`config.mk`:
```
export PLATFORM = sky130hd
export DESIGN_NAME = byte_ring_deque_top_flat
export DESIGN_NICKNAME = d
export VERILOG_FILES = /design/src/rtl/brd_pkg.sv /design/src/rtl/brd_if.sv /design/src/rtl/byte_ring_deque_top.sv /design/src/rtl/brd_ctrl.sv /design/src/rtl/brd_datapath.sv /design/src/flat_wrapper.sv
export SDC_FILE = /design/constraint.sdc
export NUM_CORES = 1
export LEC_CHECK = 0
export BUFFER_PORTS_ARGS = -buffer_cell sky130_fd_sc_hd__buf_2
export CAP_MARGIN = 10
export CORE_MARGIN = 5
export CORE_UTILIZATION = 40
export DETAILED_ROUTE_END_ITERATION = 8
export GPL_ROUTABILITY_DRIVEN = 0
export HOLD_SLACK_MARGIN = 0.02
export PLACE_DENSITY_LB_ADDON = 0.25
export SYNTH_ARGS = -nofsm -noshare
export SYNTH_HDL_FRONTEND = slang
export SYNTH_SLANG_ARGS = --single-unit
```
`constraint.sdc`:
```
create_clock -name clk -period 9.1 [get_ports clk]
set_input_delay 0.455 -clock clk [delete_from_list [all_inputs] [get_ports clk]]
set_output_delay 0.455 -clock clk [all_outputs]
set_load 0.05 [all_outputs]
```
`src/rtl/brd_pkg.sv`:
```
package brd_pkg;

  localparam int DEPTH  = 64;
  localparam int IDX_W  = $clog2(DEPTH);
  localparam int CNT_W  = $clog2(DEPTH + 1);
  localparam int CAP_W  = 7;
  localparam int OP_W   = 3;
  localparam int BYTE_W = 8;
  localparam int ST_W   = 2;
  localparam int OCC_W  = 7;

  localparam logic [OP_W-1:0] OP_PUSH_BACK    = 3'd0;
  localparam logic [OP_W-1:0] OP_POP          = 3'd1;
  localparam logic [OP_W-1:0] OP_PEEK_FRONT   = 3'd2;
  localparam logic [OP_W-1:0] OP_PEEK_BACK    = 3'd3;
  localparam logic [OP_W-1:0] OP_PUSH_FRONT   = 3'd4;
  localparam logic [OP_W-1:0] OP_PUSH_BACK_NR = 3'd5;
  localparam logic [OP_W-1:0] OP_PUSH_FRONT_NR = 3'd6;

  localparam logic [ST_W-1:0] ST_OK    = 2'd0;
  localparam logic [ST_W-1:0] ST_EMPTY = 2'd1;
  localparam logic [ST_W-1:0] ST_FULL  = 2'd2;
  localparam logic [ST_W-1:0] ST_DUP   = 2'd3;

  localparam logic [CAP_W-1:0] CAP_RESET = 7'd64;

  typedef struct packed {
    logic capture;
    logic read;
    logic exec;
  } ctrl_cmd_t;

  // zero reads as one slot, anything above the storage reads as all of it
  function automatic logic [CNT_W-1:0] cap_clamp(input logic [CAP_W-1:0] c);
    logic [CNT_W-1:0] r;
    if (c == '0) begin
      r = CNT_W'(1);
    end else if (32'(c) > DEPTH) begin
      r = CNT_W'(DEPTH);
    end else begin
      r = CNT_W'(c);
    end
    return r;
  endfunction

endpackage

```
`src/rtl/brd_if.sv`:
```
interface brd_req_if;
  import brd_pkg::*;
  logic                valid;
  logic                ready;
  logic [OP_W-1:0]     opcode;
  logic [BYTE_W-1:0]   data_in;
  modport source (output valid, output opcode, output data_in, input ready);
  modport sink   (input valid, input opcode, input data_in, output ready);
endinterface

interface brd_rsp_if;
  import brd_pkg::*;
  logic                valid;
  logic                ready;
  logic [BYTE_W-1:0]   data_out;
  logic [ST_W-1:0]     status;
  logic [OCC_W-1:0]    occupancy;
  modport source (output valid, output data_out, output status, output occupancy,
                  input ready);
  modport sink   (input valid, input data_out, input status, input occupancy,
                  output ready);
endinterface

interface brd_cfg_if;
  import brd_pkg::*;
  logic               valid;
  logic               ready;
  logic [CAP_W-1:0]   data;
  modport source (output valid, output data, input ready);
  modport sink   (input valid, input data, output ready);
endinterface

```
`src/rtl/byte_ring_deque_top.sv`:
```
// Byte deque on a ring of 64 one-byte slots, of which the capacity register
// selects how many are in use (0 reads as 1). Requests push at either end,
// pop or peek the front, or peek the back; the no-repeat pushes refuse a
// byte equal to the end they push to. Every request returns one response
// with the byte read (zero for pushes and empty status), a status and the
// occupancy after the request. The request passes a registered read of the
// slot memory, then a step that updates the pointers and writes the slot;
// the response is then valid and held until taken. The next request is
// accepted in the cycle after it is taken, so no new request is taken before
// the last response. A capacity write empties the queue and is taken at any
// time; issue it only while no request is open.
module byte_ring_deque_top (
  input  logic      clk,
  input  logic      rst,
  brd_req_if.sink   req,
  brd_rsp_if.source rsp,
  brd_cfg_if.sink   cfg
);
  import brd_pkg::*;

  ctrl_cmd_t cmd;

  assign cfg.ready = 1'b1;

  brd_ctrl u_ctrl (
    .clk       (clk),
    .rst       (rst),
    .in_valid  (req.valid),
    .in_ready  (req.ready),
    .out_valid (rsp.valid),
    .out_ready (rsp.ready),
    .cmd       (cmd)
  );

  brd_datapath u_dp (
    .clk       (clk),
    .rst       (rst),
    .cmd       (cmd),
    .opcode    (req.opcode),
    .data_in   (req.data_in),
    .cfg_we    (cfg.valid),
    .cfg_data  (cfg.data),
    .data_out  (rsp.data_out),
    .status    (rsp.status),
    .occupancy (rsp.occupancy)
  );

endmodule

```
`src/rtl/brd_ctrl.sv`:
```
module brd_ctrl (
  input  logic              clk,
  input  logic              rst,
  input  logic              in_valid,
  output logic              in_ready,
  output logic              out_valid,
  input  logic              out_ready,
  output brd_pkg::ctrl_cmd_t cmd
);
  import brd_pkg::*;

  typedef enum logic [1:0] {S_IDLE, S_READ, S_EXEC, S_RESP} state_t;

  state_t state;

  always_ff @(posedge clk) begin
    if (rst) begin
      state     <= S_IDLE;
      in_ready  <= 1'b1;
      out_valid <= 1'b0;
    end else begin
      case (state)
        S_IDLE: begin
          if (in_valid && in_ready) begin
            state    <= S_READ;
            in_ready <= 1'b0;
          end
        end
        S_READ: state <= S_EXEC;
        S_EXEC: begin
          state     <= S_RESP;
          out_valid <= 1'b1;
        end
        S_RESP: begin
          if (out_ready) begin
            state     <= S_IDLE;
            out_valid <= 1'b0;
            in_ready  <= 1'b1;
          end
        end
        default: begin
          state     <= S_IDLE;
          out_valid <= 1'b0;
          in_ready  <= 1'b1;
        end
      endcase
    end
  end

  always_comb begin
    cmd.capture = in_valid && in_ready;
    cmd.read    = (state == S_READ);
    cmd.exec    = (state == S_EXEC);
  end

endmodule

```
`src/rtl/brd_datapath.sv`:
```
module brd_datapath (
  input  logic                      clk,
  input  logic                      rst,
  input  brd_pkg::ctrl_cmd_t        cmd,
  input  logic [brd_pkg::OP_W-1:0]  opcode,
  input  logic [brd_pkg::BYTE_W-1:0] data_in,
  input  logic                      cfg_we,
  input  logic [brd_pkg::CAP_W-1:0] cfg_data,
  output logic [brd_pkg::BYTE_W-1:0] data_out,
  output logic [brd_pkg::ST_W-1:0]  status,
  output logic [brd_pkg::OCC_W-1:0] occupancy
);
  import brd_pkg::*;

  logic [BYTE_W-1:0] mem [DEPTH];
  logic [BYTE_W-1:0] rd_data;

  logic [OP_W-1:0]   op;
  logic [BYTE_W-1:0] din;

  logic [IDX_W-1:0]  cap_m1;
  logic [IDX_W-1:0]  head;
  logic [IDX_W-1:0]  tail;
  logic [CNT_W-1:0]  fill;

  logic [IDX_W-1:0]  head_next;
  logic [IDX_W-1:0]  tail_next;
  logic [CNT_W-1:0]  fill_next;
  logic [IDX_W-1:0]  head_inc;
  logic [IDX_W-1:0]  head_dec;
  logic [IDX_W-1:0]  tail_inc;
  logic [IDX_W-1:0]  tail_dec;
  logic [IDX_W-1:0]  rd_addr;
  logic [IDX_W-1:0]  wr_addr;
  logic              wr_en;
  logic [BYTE_W-1:0] dout_next;
  logic [ST_W-1:0]   st_next;
  logic              full;
  logic              empty;
  logic              do_back;
  logic              do_front;

  always_comb begin
    head_inc = (head == cap_m1) ? '0 : head + IDX_W'(1);
    tail_inc = (tail == cap_m1) ? '0 : tail + IDX_W'(1);
    head_dec = (head == '0 || head > cap_m1) ? cap_m1 : head - IDX_W'(1);
    tail_dec = (tail == '0 || tail > cap_m1) ? cap_m1 : tail - IDX_W'(1);
    full     = (fill >= CNT_W'(cap_m1) + CNT_W'(1));
    empty    = (fill == '0);
    rd_addr  = (op == OP_PEEK_BACK || op == OP_PUSH_BACK_NR) ? tail_dec : head;
  end

  // capture the request
  always_ff @(posedge clk) begin
    if (cmd.capture) begin
      op  <= opcode;
      din <= data_in;
    end
  end

  always_ff @(posedge clk) begin
    if (cmd.read) begin
      rd_data <= mem[rd_addr];
    end
    if (wr_en) begin
      mem[wr_addr] <= din;
    end
  end

  always_comb begin
    head_next = head;
    tail_next = tail;
    fill_next = fill;
    dout_next = '0;
    st_next   = ST_OK;
    do_back   = 1'b0;
    do_front  = 1'b0;
    case (op)
      OP_PUSH_BACK:  do_back = 1'b1;
      OP_PUSH_FRONT: do_front = 1'b1;
      OP_POP: begin
        if (empty) begin
          st_next = ST_EMPTY;
        end else begin
          dout_next = rd_data;
          head_next = head_inc;
          fill_next = fill - CNT_W'(1);
        end
      end
      OP_PEEK_FRONT, OP_PEEK_BACK: begin
        if (empty) st_next = ST_EMPTY;
        else dout_next = rd_data;
      end
      OP_PUSH_BACK_NR: begin
        if (!empty && rd_data == din) st_next = ST_DUP;
        else do_back = 1'b1;
      end
      OP_PUSH_FRONT_NR: begin
        if (empty) do_back = 1'b1;
        else if (rd_data == din) st_next = ST_DUP;
        else do_front = 1'b1;
      end
      default: ;
    endcase
    wr_en   = 1'b0;
    wr_addr = tail;
    if (do_back || do_front) begin
      if (full) begin
        st_next = ST_FULL;
      end else begin
        fill_next = fill + CNT_W'(1);
        wr_en     = cmd.exec;
        if (do_back) begin
          tail_next = tail_inc;
        end else begin
          wr_addr   = head_dec;
          head_next = head_dec;
        end
      end
    end
  end

  always_ff @(posedge clk) begin
    if (rst) begin
      cap_m1 <= IDX_W'(cap_clamp(CAP_RESET) - CNT_W'(1));
      head   <= '0;
      tail   <= '0;
      fill   <= '0;
    end else if (cfg_we) begin
      cap_m1 <= IDX_W'(cap_clamp(cfg_data) - CNT_W'(1));
      head   <= '0;
      tail   <= '0;
      fill   <= '0;
    end else if (cmd.exec) begin
      head <= head_next;
      tail <= tail_next;
      fill <= fill_next;
    end
  end

  always_ff @(posedge clk) begin
    if (cmd.exec) begin
      data_out  <= dout_next;
      status    <= st_next;
      occupancy <= OCC_W'(fill_next);
    end
  end

endmodule

```
`src/flat_wrapper.sv`:
```
// flat-port wrapper written by rule: the top's interface ports become plain ports
module byte_ring_deque_top_flat import brd_pkg::*;
  (clk, rst, req_valid, req_opcode, req_data_in, req_ready, rsp_valid, rsp_data_out, rsp_status, rsp_occupancy, rsp_ready, cfg_valid, cfg_data, cfg_ready);
  brd_req_if req_i ();
  brd_rsp_if rsp_i ();
  brd_cfg_if cfg_i ();
  input  logic clk;
  input  logic rst;
  input wire logic [$bits(req_i.valid)-1:0] req_valid;
  input wire logic [$bits(req_i.opcode)-1:0] req_opcode;
  input wire logic [$bits(req_i.data_in)-1:0] req_data_in;
  output wire logic [$bits(req_i.ready)-1:0] req_ready;
  output wire logic [$bits(rsp_i.valid)-1:0] rsp_valid;
  output wire logic [$bits(rsp_i.data_out)-1:0] rsp_data_out;
  output wire logic [$bits(rsp_i.status)-1:0] rsp_status;
  output wire logic [$bits(rsp_i.occupancy)-1:0] rsp_occupancy;
  input wire logic [$bits(rsp_i.ready)-1:0] rsp_ready;
  input wire logic [$bits(cfg_i.valid)-1:0] cfg_valid;
  input wire logic [$bits(cfg_i.data)-1:0] cfg_data;
  output wire logic [$bits(cfg_i.ready)-1:0] cfg_ready;
  assign req_i.valid = req_valid;
  assign req_i.opcode = req_opcode;
  assign req_i.data_in = req_data_in;
  assign req_ready = req_i.ready;
  assign rsp_valid = rsp_i.valid;
  assign rsp_data_out = rsp_i.data_out;
  assign rsp_status = rsp_i.status;
  assign rsp_occupancy = rsp_i.occupancy;
  assign rsp_i.ready = rsp_ready;
  assign cfg_i.valid = cfg_valid;
  assign cfg_i.data = cfg_data;
  assign cfg_ready = cfg_i.ready;
  byte_ring_deque_top u_core (.clk(clk), .rst(rst), .req(req_i), .rsp(rsp_i), .cfg(cfg_i));
endmodule
```
; ---- Word level (Yosys, flattened, before mapping)
; Memories as Yosys holds them, arrays and structs flattened. A register that Yosys moved wholly into a read port is not among the register bits.
; Index checks and enable logic that the tools add are counted.
[totals]
regBits = 57
latch_bits = 0
mem_bits_rw = 512
romBits = 0
input_bits = 23
out_inout_bits = 20
word_cells = 109
memories = 1
[classes]
n_addsub = 8
n_mul = 0
div_mod_pow = 0
n_lt_le_gt_ge = 4
eq_ne = 14
n_shift = 0
muxes = 46
bitwise_logic = 2
n_reduce_logical = 22
[mem_list]
columns = name, depth, width, rd, rd_ports_with_merged_regs, wr, line
row1 = u_core.u_dp.mem, 64, 8, 1, 1, 1, brd_datapath.sv:15  ; logic [BYTE_W-1:0] mem [DEPTH];
[op_table]
columns = cell, n
row1 = 6-bit two-way mux, 17
row2 = 7-bit two-way mux, 4
row3 = "6-bit by 1-bit subtractor with 6-bit output, second input constant", 3
row4 = 7-bit zero test, 2
row5 = 2-bit two-way mux, 7
row6 = "6-bit by 1-bit adder with 6-bit output, second input constant", 2
row7 = 6-bit equality test, 2
row8 = 6-bit > comparator, 2
row9 = 6-bit zero test, 2
row10 = 1-bit two-way mux, 12
row11 = "3-bit equality test, second input constant", 3
row12 = 8-bit equality test, 1
row13 = 2-bit case mux with 4 select lines, 1
row14 = "6-bit by 1-bit adder with 7-bit output, second input constant", 1
row15 = "7-bit by 1-bit adder with 7-bit output, second input constant", 1
row16 = 7-bit greater-or-equal comparator, 1
row17 = "7-bit > comparator, second input constant", 1
row18 = "7-bit by 1-bit subtractor with 7-bit output, second input constant", 1
row19 = "3-bit by 2-bit equality test with 1-bit output, second input constant", 2
row20 = 1-bit case mux with 2 select lines, 3
row21 = 2-bit case mux with 3 select lines, 1
row22 = "2-bit equality test, second input constant", 2
row23 = 1-bit logical OR, 4
row24 = 2-bit AND reduction, 2
row25 = other kinds (15), 19

; ---- Logic depth before layout (Yosys ltp)
; Gate-level depths: netlist of the first run.
[depth]
depth_word = 9
mapped_depth = 16
mapped_depth_nobuf = 12

; ---- Modules after synthesis
; From an unflattened synthesis of the first run, not the netlist that was laid out.
[unflattened]
hier_cells = 1913
hier_area_um2 = 24778.8
[by_module_without_submodules]
columns = mod, n_inst, cells_per_inst, area_each_um2, seq_area_each_um2
row1 = brd_datapath, 1, 1882, 24507.3, 16956.3
row2 = brd_ctrl, 1, 29, 260.2, 80.1
row3 = byte_ring_deque_top, 1, 2, 11.3, 0.0

; ---- Worst setup path after synthesis of the first run
; No wires, ideal clock.
[synth_timing]
path_type = reg2reg
from = reg u_core.u_dp.fill[0]
to = mem u_core.u_dp.mem[12][0], enable pin
setup_time_ns = 0.370
t_arrival_ns = 3.779
slack_ns = 4.950
path_stages_with_launch = 15
cell_sequence = dfxtp_1 inv_1 ha_1 nand2b_1 a21o_1 a21o_1 a21o_1 a21o_1 a21o_1 a211oi_1 buf_2 mux2_2 or3b_2 clkbuf_1 nor2_1
[synth_between]
elab_chain_len = 9
word_cells_on_any_way = 17
classes_between = 1 x order compare / 12 x mux / 4 x reduce/logical
[synth_rtl]
columns = item, line
row1 = start: declaration, brd_datapath.sv:24  ; logic [CNT_W-1:0] fill;
row2 = start signal: assignment, brd_datapath.sv:137  ; fill <= fill_next;
row3 = 7-bit zero test, brd_datapath.sv:49  ; empty = (fill == '0);
row4 = 1-bit zero test, brd_datapath.sv:95  ; if (!empty && rd_data == din) st_next = ST_DUP;
row5 = 1-bit logical AND, brd_datapath.sv:95
row6 = 1-bit two-way mux, brd_datapath.sv:95
row7 = 1-bit case mux with 3 select lines, brd_datapath.sv:78  ; case (op)
row8 = 1-bit logical OR, brd_datapath.sv:107  ; if (do_back || do_front) begin
row9 = 1-bit two-way mux, brd_datapath.sv:107
row10 = 1-bit two-way mux, brd_datapath.sv:65  ; if (wr_en) begin
row11 = 1-bit two-way mux (implied by the code), brd_datapath.sv:66  ; mem[wr_addr] <= din;
row12 = end: declaration, brd_datapath.sv:15
; Parallel ways exist; a longest one is shown, timed or not.

; ---- Worst setup path after layout of the first run
[layout_timing]
from = reg u_core.u_dp.cap_m1[1]
to = reg u_core.u_dp.rd_data[3], read port of u_core.u_dp.mem, data pin
[layout_between]
elab_chain_len = 4
[layout_rtl]
columns = item, line
row1 = start: declaration, brd_datapath.sv:21  ; logic [IDX_W-1:0] cap_m1;
row2 = start signal: assignment, brd_datapath.sv:125  ; cap_m1 <= IDX_W'(cap_clamp(CAP_RESET) - CNT_W'(1));
row3 = start signal: assignment, brd_datapath.sv:130  ; cap_m1 <= IDX_W'(cap_clamp(cfg_data) - CNT_W'(1));
row4 = 6-bit > comparator, brd_datapath.sv:47  ; tail_dec = (tail == '0 || tail > cap_m1) ? cap_m1 : tail - IDX_W'(1);
row5 = 1-bit logical OR, brd_datapath.sv:47
row6 = 6-bit two-way mux (*), brd_datapath.sv:47
row7 = 6-bit two-way mux (*), brd_datapath.sv:50  ; rd_addr = (op == OP_PEEK_BACK || op == OP_PUSH_BACK_NR) ? tail_dec : head;
row8 = end: declaration, brd_datapath.sv:16  ; logic [BYTE_W-1:0] rd_data;
; Every way passes the cells marked *; elsewhere a longest branch is shown, timed or not.
; A chain may end at the register's enable or synchronous reset.

==> results of run 1 <==
per-layer routing:
metal	GRT usage, %	vias to the layer above	routed length, µm
met5	0	-	0
met4	6.75	0	2260
met3	2.85	114	4950
met2	31.9	641	32100
met1	28.2	8197	29700
li1	-	7309	-
where the power goes:
part	leakage [nW]	switching [W]	total [W]	internal (W)
registers	5.17	0.0000628	0.00313	0.00307
clock network	0.890	0.000999	0.00232	0.00132
logic	3.30	0.00100	0.00139	0.000382
total	9.36	0.00207	0.00683	0.00477
worst max-delay path by stage:
stage	end	slack [ps]	cells after the start
2_1_floorplan	u_core.u_dp.mem[12][0]	4950	14
5_1_grt	u_core.u_dp.rd_data[3]	3270	15
4_1_cts	u_core.u_dp.rd_data[3]	3480	15
3_5_place_dp	u_core.u_dp.rd_data[3]	3520	15
3_3_place_gp	u_core.u_dp.rd_data[3]	3590	15
6_report	u_core.u_dp.rd_data[3]	3370	15
sequential cells by signal, indices dropped and copies added (netlist names), 3 cells and up:
register	cells
u_core.u_dp.rd_data	8
u_core.u_dp.mem	512
u_core.u_dp.fill	7
u_core.u_dp.din	8
u_core.u_dp.head	6
u_core.u_dp.occupancy	7
u_core.u_dp.op	3
u_core.u_dp.cap_m1	6
u_core.u_dp.tail	6
u_core.u_dp.data_out	8
per-stage QoR:
step / hold slack, ps / setup WS [ps] / utilization (%)
after floorplan: 505 / 4950 / -
after global placement: 463 / 3590 / 42.0
after detailed placement: 474 / 3520 / 42.0
after CTS: 57.5 / 3480 / 45.2
after global routing: 88.3 / 3270 / 45.2
final: 92.9 / 3370 / 45.2
area by class of cell:
cell class / count / area (µm²) / area share (%)
sequential: 577 / 17000 / 61.0
multi-input combinational: 1194 / 7390 / 26.5
clock buffer: 68 / 1510 / 5.41
tap: 837 / 1050 / 3.75
timing repair buffer: 81 / 552 / 1.98
clock inverter: 39 / 305 / 1.09
inverter: 25 / 93.8 / 0.336
cell usage in the layout (no fill, tap or decap), types with 29 or more instances in the layout:
cell type	synthesis	layout
nand3_1	72	72
edfxtp_1	548	548
o211a_1	31	31
dfxtp_1	29	29
nand2_1	356	356
a211oi_1	34	33
nor2_1	113	113
mux2i_1	65	65
a21oi_1	114	114
clkbuf_16	0	59
ha_1	33	33
o21ai_0	37	37
buf_2	40	41
logic make-up (layout without fill, tap and decap cells):
| group | Yosys count | count (layout) |
|---|---|---|
| simple gates | 645 | 645 |
| flops | 577 | 577 |
| compound gates | 408 | 408 |
| buf+inv | 150 | 213 |
| mux | 78 | 78 |
| fa+ha+maj | 35 | 35 |
| xor+xnor | 27 | 27 |
| other cells | 1 | 1 |
==> out/metrics.cfg, run 1 <==
[critical_path]
crit_path_top_delay_cell = a2111oi_1
reg2reg_depth = 15
cp_common_cell = buf_4
crit_path_start_kind = register
startpoint = u_core.u_dp.cap_m1[1]
required_ps = 9390
cp_slowest_stage_delay_ps = 680
crit_path_cell_trace = inv_1, ha_1, and2_1, and2_1, a31oi_2, o32ai_4, buf_4, o21ai_4, buf_4, buf_4, nand2_1, a221oi_1, o21ai_0, and3_1, a2111oi_1
reg2reg_from = u_core.u_dp.cap_m1[1]
reg2reg_slack_ps = 3370
path_delay_family = compound AO/OA/AOI/OAI gates
path_class = reg2reg
r2r-end = u_core.u_dp.rd_data[3]
critPathBufInv = 4
crit_arrival_ps = 6020
crit_path_end_kind = register
worstPathMaxFanout = 57

[finish]
design_area_um2 = 27900
syn2layout_area_growth_pct = 11.6
n_antenna_cell = 0
post_route_cells_drive_above_1_share_pct = 9.22
finish.net_count = 1993
n_fill_cell = 5482
final_cells = 2821

[sta]
final.setup.tns_ps = 0
period_needed_ps = 5730
maxSlewViolCount = 0
skew_ps = 20.5
report.final.hold_viol_count = 0
timing.fmax_mhz = 175
rsz0062_at_grt = false
worst_pin_slew_ps = 1260
post-route-period-util_pct = 62.9
finalSetupViolations = 0
slew_headroom_pct = 15.5

[clock_tree]
numCtsBuffers = 58
clkTransAtPathRegs_ps = 60
cts_repair_resize_count = 0
clock_latency_ps = 620
postCtsSetupBuffers = 0
cts_max_level = 2
cts_tree = yes
root_buffer = clkbuf_16
clock_sinks = 577
clockBufferDepth = 3
hold_buffers = 11

[floorplanning]
rows = 91
die_width_um = 260
fp.dieArea_um2 = 67700
start_util_pct = 40.5
ios = 43
die_y_um = 260
core_area_um2 = 61800

[synth]
synth_compound_area_share_pct = 12.1
synth-main-ff-cell = edfxtp_1
synth_edf_count = 548
synth.top_cells.by_count = edfxtp_1 (548), nand2_1 (356), a21oi_1 (114), nor2_1 (113), nand3_1 (72)
synthArstFlopShare_pct = 0
synth_xor_area_share_pct = 0.945
yosysSeqAreaShare_pct = 68.1
synthCells = 1921
yosysTopAreaCell = edfxtp_1
synth_top_family_by_area = compound AO/OA/AOI/OAI gates
synth.mux.area_fraction_pct = 3.19
synth_most_common_cell = edfxtp_1
ys_warn_count = 0
syn_area_um2 = 25000
syn_nets = 1977
synth_top_area_share_pct = 65.8
synth_seq_cells = 577
ys_types = 78
synth_top_cells_by_area = edfxtp_1 (66%), nand2_1 (5.3%), mux2i_1 (2.6%), dfxtp_1 (2.3%), a21oi_1 (2.3%)
avgSynthCellArea_um2 = 13.0
synth_fa_ha_area_share_pct = 1.73
synth-simple-area-share_pct = 11.3

[pwr]
p_total_w = 0.00683
power.leakage_nw = 9.36
ir_worst_vdd_uv = 146
powerDensity_nw_per_um2 = 245

[drt]
drt_wl_total_um = 69000
wl_per_cell_um = 24.5
via_per_inst = 5.76
drc = 0
drt_iter0_drc = 1865
dr.pass1.iters = 5
ant_nets = 0
vias = 16300

[global_routing]
antenna_found_initial = 2
grt_remaining_overflow = 0
grt_pass1_wl_um = 102000
grt_max_degree = 132
grt_pass1_vias = 15600
track_usage_pct = 19.9

[placement]
dp_cells = 2702
dpl-instance-area_um2 = 26000
io_buffers = 41
place_hpwl_um = 42100

[worst_hold_path]
hold_start = rst
min_to = u_core.u_ctrl.out_valid
min_path_cells = 2
hp-class = in2reg

[flow_run]
maxCapViolations = 0

[outcome]
status = finished, final reports clean

Note: power is estimated with default switching activity, not from simulation.
==> inputs of run 2 (changes only) <==
==> constraint.sdc (replaced) <==
create_clock -name clk -period 5.7 [get_ports clk]
set_input_delay 0.285 -clock clk [delete_from_list [all_inputs] [get_ports clk]]
set_output_delay 0.285 -clock clk [all_outputs]
set_load 0.05 [all_outputs]
==> run 2 against run 1 <==
Compared with the run above: highest routed layer unchanged; critical path type unchanged; clock skew increased by 6.3 ps; worst hold slack got worse by 40 ps; cell area increased by 0.58%.
==> out/metrics.cfg, run 2 (synthesis results as in run 1) <==
[global_routing]
grt_max_degree = 86
grt_pass1_vias = 15700
track_usage_pct = 20.2
grt_pass1_wl_um = 104000
grt_remaining_overflow = 0
antenna_found_initial = 2

[clock_tree]
clockBufferDepth = 3
clkTransAtPathRegs_ps = 60
cts_repair_resize_count = 0
numCtsBuffers = 58
root_buffer = clkbuf_16
cts_max_level = 2
clock_latency_ps = 630
clock_sinks = 577
cts_tree = yes

[sta]
timing.fmax_mhz = 200
skew_ps = 26.8
period_needed_ps = 4990
post-route-period-util_pct = 87.6
report.final.hold_viol_count = 0
maxSlewViolCount = 0
finalSetupViolations = 0
slew_headroom_pct = 15.9
rsz0062_at_grt = false
worst_pin_slew_ps = 1260
final.setup.tns_ps = 0
timing.hold.ws_ps = 52.7

[finish]
multi_input_comb_area_um2 = 7390
post_route_cells_drive_above_1_share_pct = 9.92
regArea_um2 = 17000
n_fill_cell = 5439
final_cell_mix = edfxtp_1 (548), nand2_1 (356), a21oi_1 (114)
design_area_um2 = 28100
largest_register = u_core.u_dp.mem
syn2layout_area_growth_pct = 12.3
n_antenna_cell = 0
largest_reg_flops = 512
finish.net_count = 2022
final_common_cell = edfxtp_1

[critical_path]
path_class = reg2reg
crit_path_cell_trace = inv_1, ha_1, nor2b_1, o21ai_0, a31oi_2, nor4_1, a311o_1, nand2_1, o211ai_1, a21oi_1, a2111oi_1
path_delay_family = compound AO/OA/AOI/OAI gates
required_ps = 6100
crit_arrival_ps = 5390
crit_path_top_delay_cell = nand2_1
worstPathMaxFanout = 21
critPathBufInv = 1
cp_slowest_stage_delay_ps = 690
crit_path_start_kind = register
crit_path_end_kind = register

[drt]
drt_wl_total_um = 69400
ant_nets = 0
wl_per_cell_um = 24.4
vias = 16400
via_per_inst = 5.76
drc = 0
dr.pass1.iters = 5
drt_iter0_drc = 1847

[pwr]
powerDensity_nw_per_um2 = 385
ir_worst_vdd_uv = 245
power.leakage_nw = 9.47

[floorplanning]
core_area_um2 = 61800
start_util_pct = 40.5
rows = 91
ios = 43
die_y_um = 260
fp.dieArea_um2 = 67700
die_width_um = 260

[placement]
place_hpwl_um = 43800
io_buffers = 41
dpl-instance-area_um2 = 26200

[flow_run]
maxCapViolations = 0

[worst_hold_path]
hp-class = in2reg

[outcome]
status = finished, final reports clean

run 2: cell type report:
cell class                      count  share of cell area (%)
Clock buffer                       87                    5.74
Clock inverter                     13                   0.379
Inverter                           25                   0.334
Multi-Input combinational cell   1194                    26.3
Sequential cell                   577                    60.6
Tap cell                          837                    3.73
Timing Repair Buffer              110                    2.89
run 2: worst min-delay path, stage by stage:
cell	delay (ps)
buf_2	180
nand2_1	80
o211ai_1	70
run 2: power breakdown:
| group | internal [W] | leakage, nW | switching, W |
|---|---|---|---|
| clock | 0.00198 | 0.834 | 0.00157 |
| combinational | 0.000641 | 3.46 | 0.00161 |
| sequential | 0.00490 | 5.17 | 0.000111 |
run 2: final timing paths:
check                                               to              startpoint  slack [ps]  cells past startpoint
worst max-delay path            u_core.u_dp.rd_data[4]   u_core.u_dp.cap_m1[1]         710                     11
worst min-delay path             u_core.u_dp.cap_m1[2]               cfg_valid          50                      3
worst max register to register  u_core.u_dp.rd_data[4]   u_core.u_dp.cap_m1[1]         710                     11
worst min register to register  u_core.u_ctrl.in_ready  u_core.u_ctrl.in_ready         520                      1
run 2: metrics by stage:
| stage | instances | utilization (%) | power [W] | setup slack, ps |
|---|---|---|---|---|
| finish | 2843 | 45.4 | 0.0108 | 709 |
| global route | 2843 | 45.4 | 0.0112 | 417 |
| CTS | 2843 | 45.4 | 0.0109 | 817 |
| detailed placement | 2728 | 42.4 | 0.00732 | 799 |
| global placement | 2727 | 42.4 | 0.00730 | 940 |
| floorplan | 1921 | - | 0.00647 | 1550 |
run 2: repair_timing:
action	4_1_cts	5_1_grt
hold buffers	15	0
setup buffers	0	0
endpoints found under the hold margin	16	0
run 2: per-layer routing:
| layer | global-route usage (%) | part of all wire [%] | vias to the layer above |
|---|---|---|---|
| met5 | 0 | 0 | - |
| met4 | 6.66 | 3.3 | 0 |
| met3 | 4.38 | 8.2 | 119 |
| met2 | 31.6 | 45 | 679 |
| met1 | 28.4 | 43 | 8207 |
| li1 | - | - | 7371 |
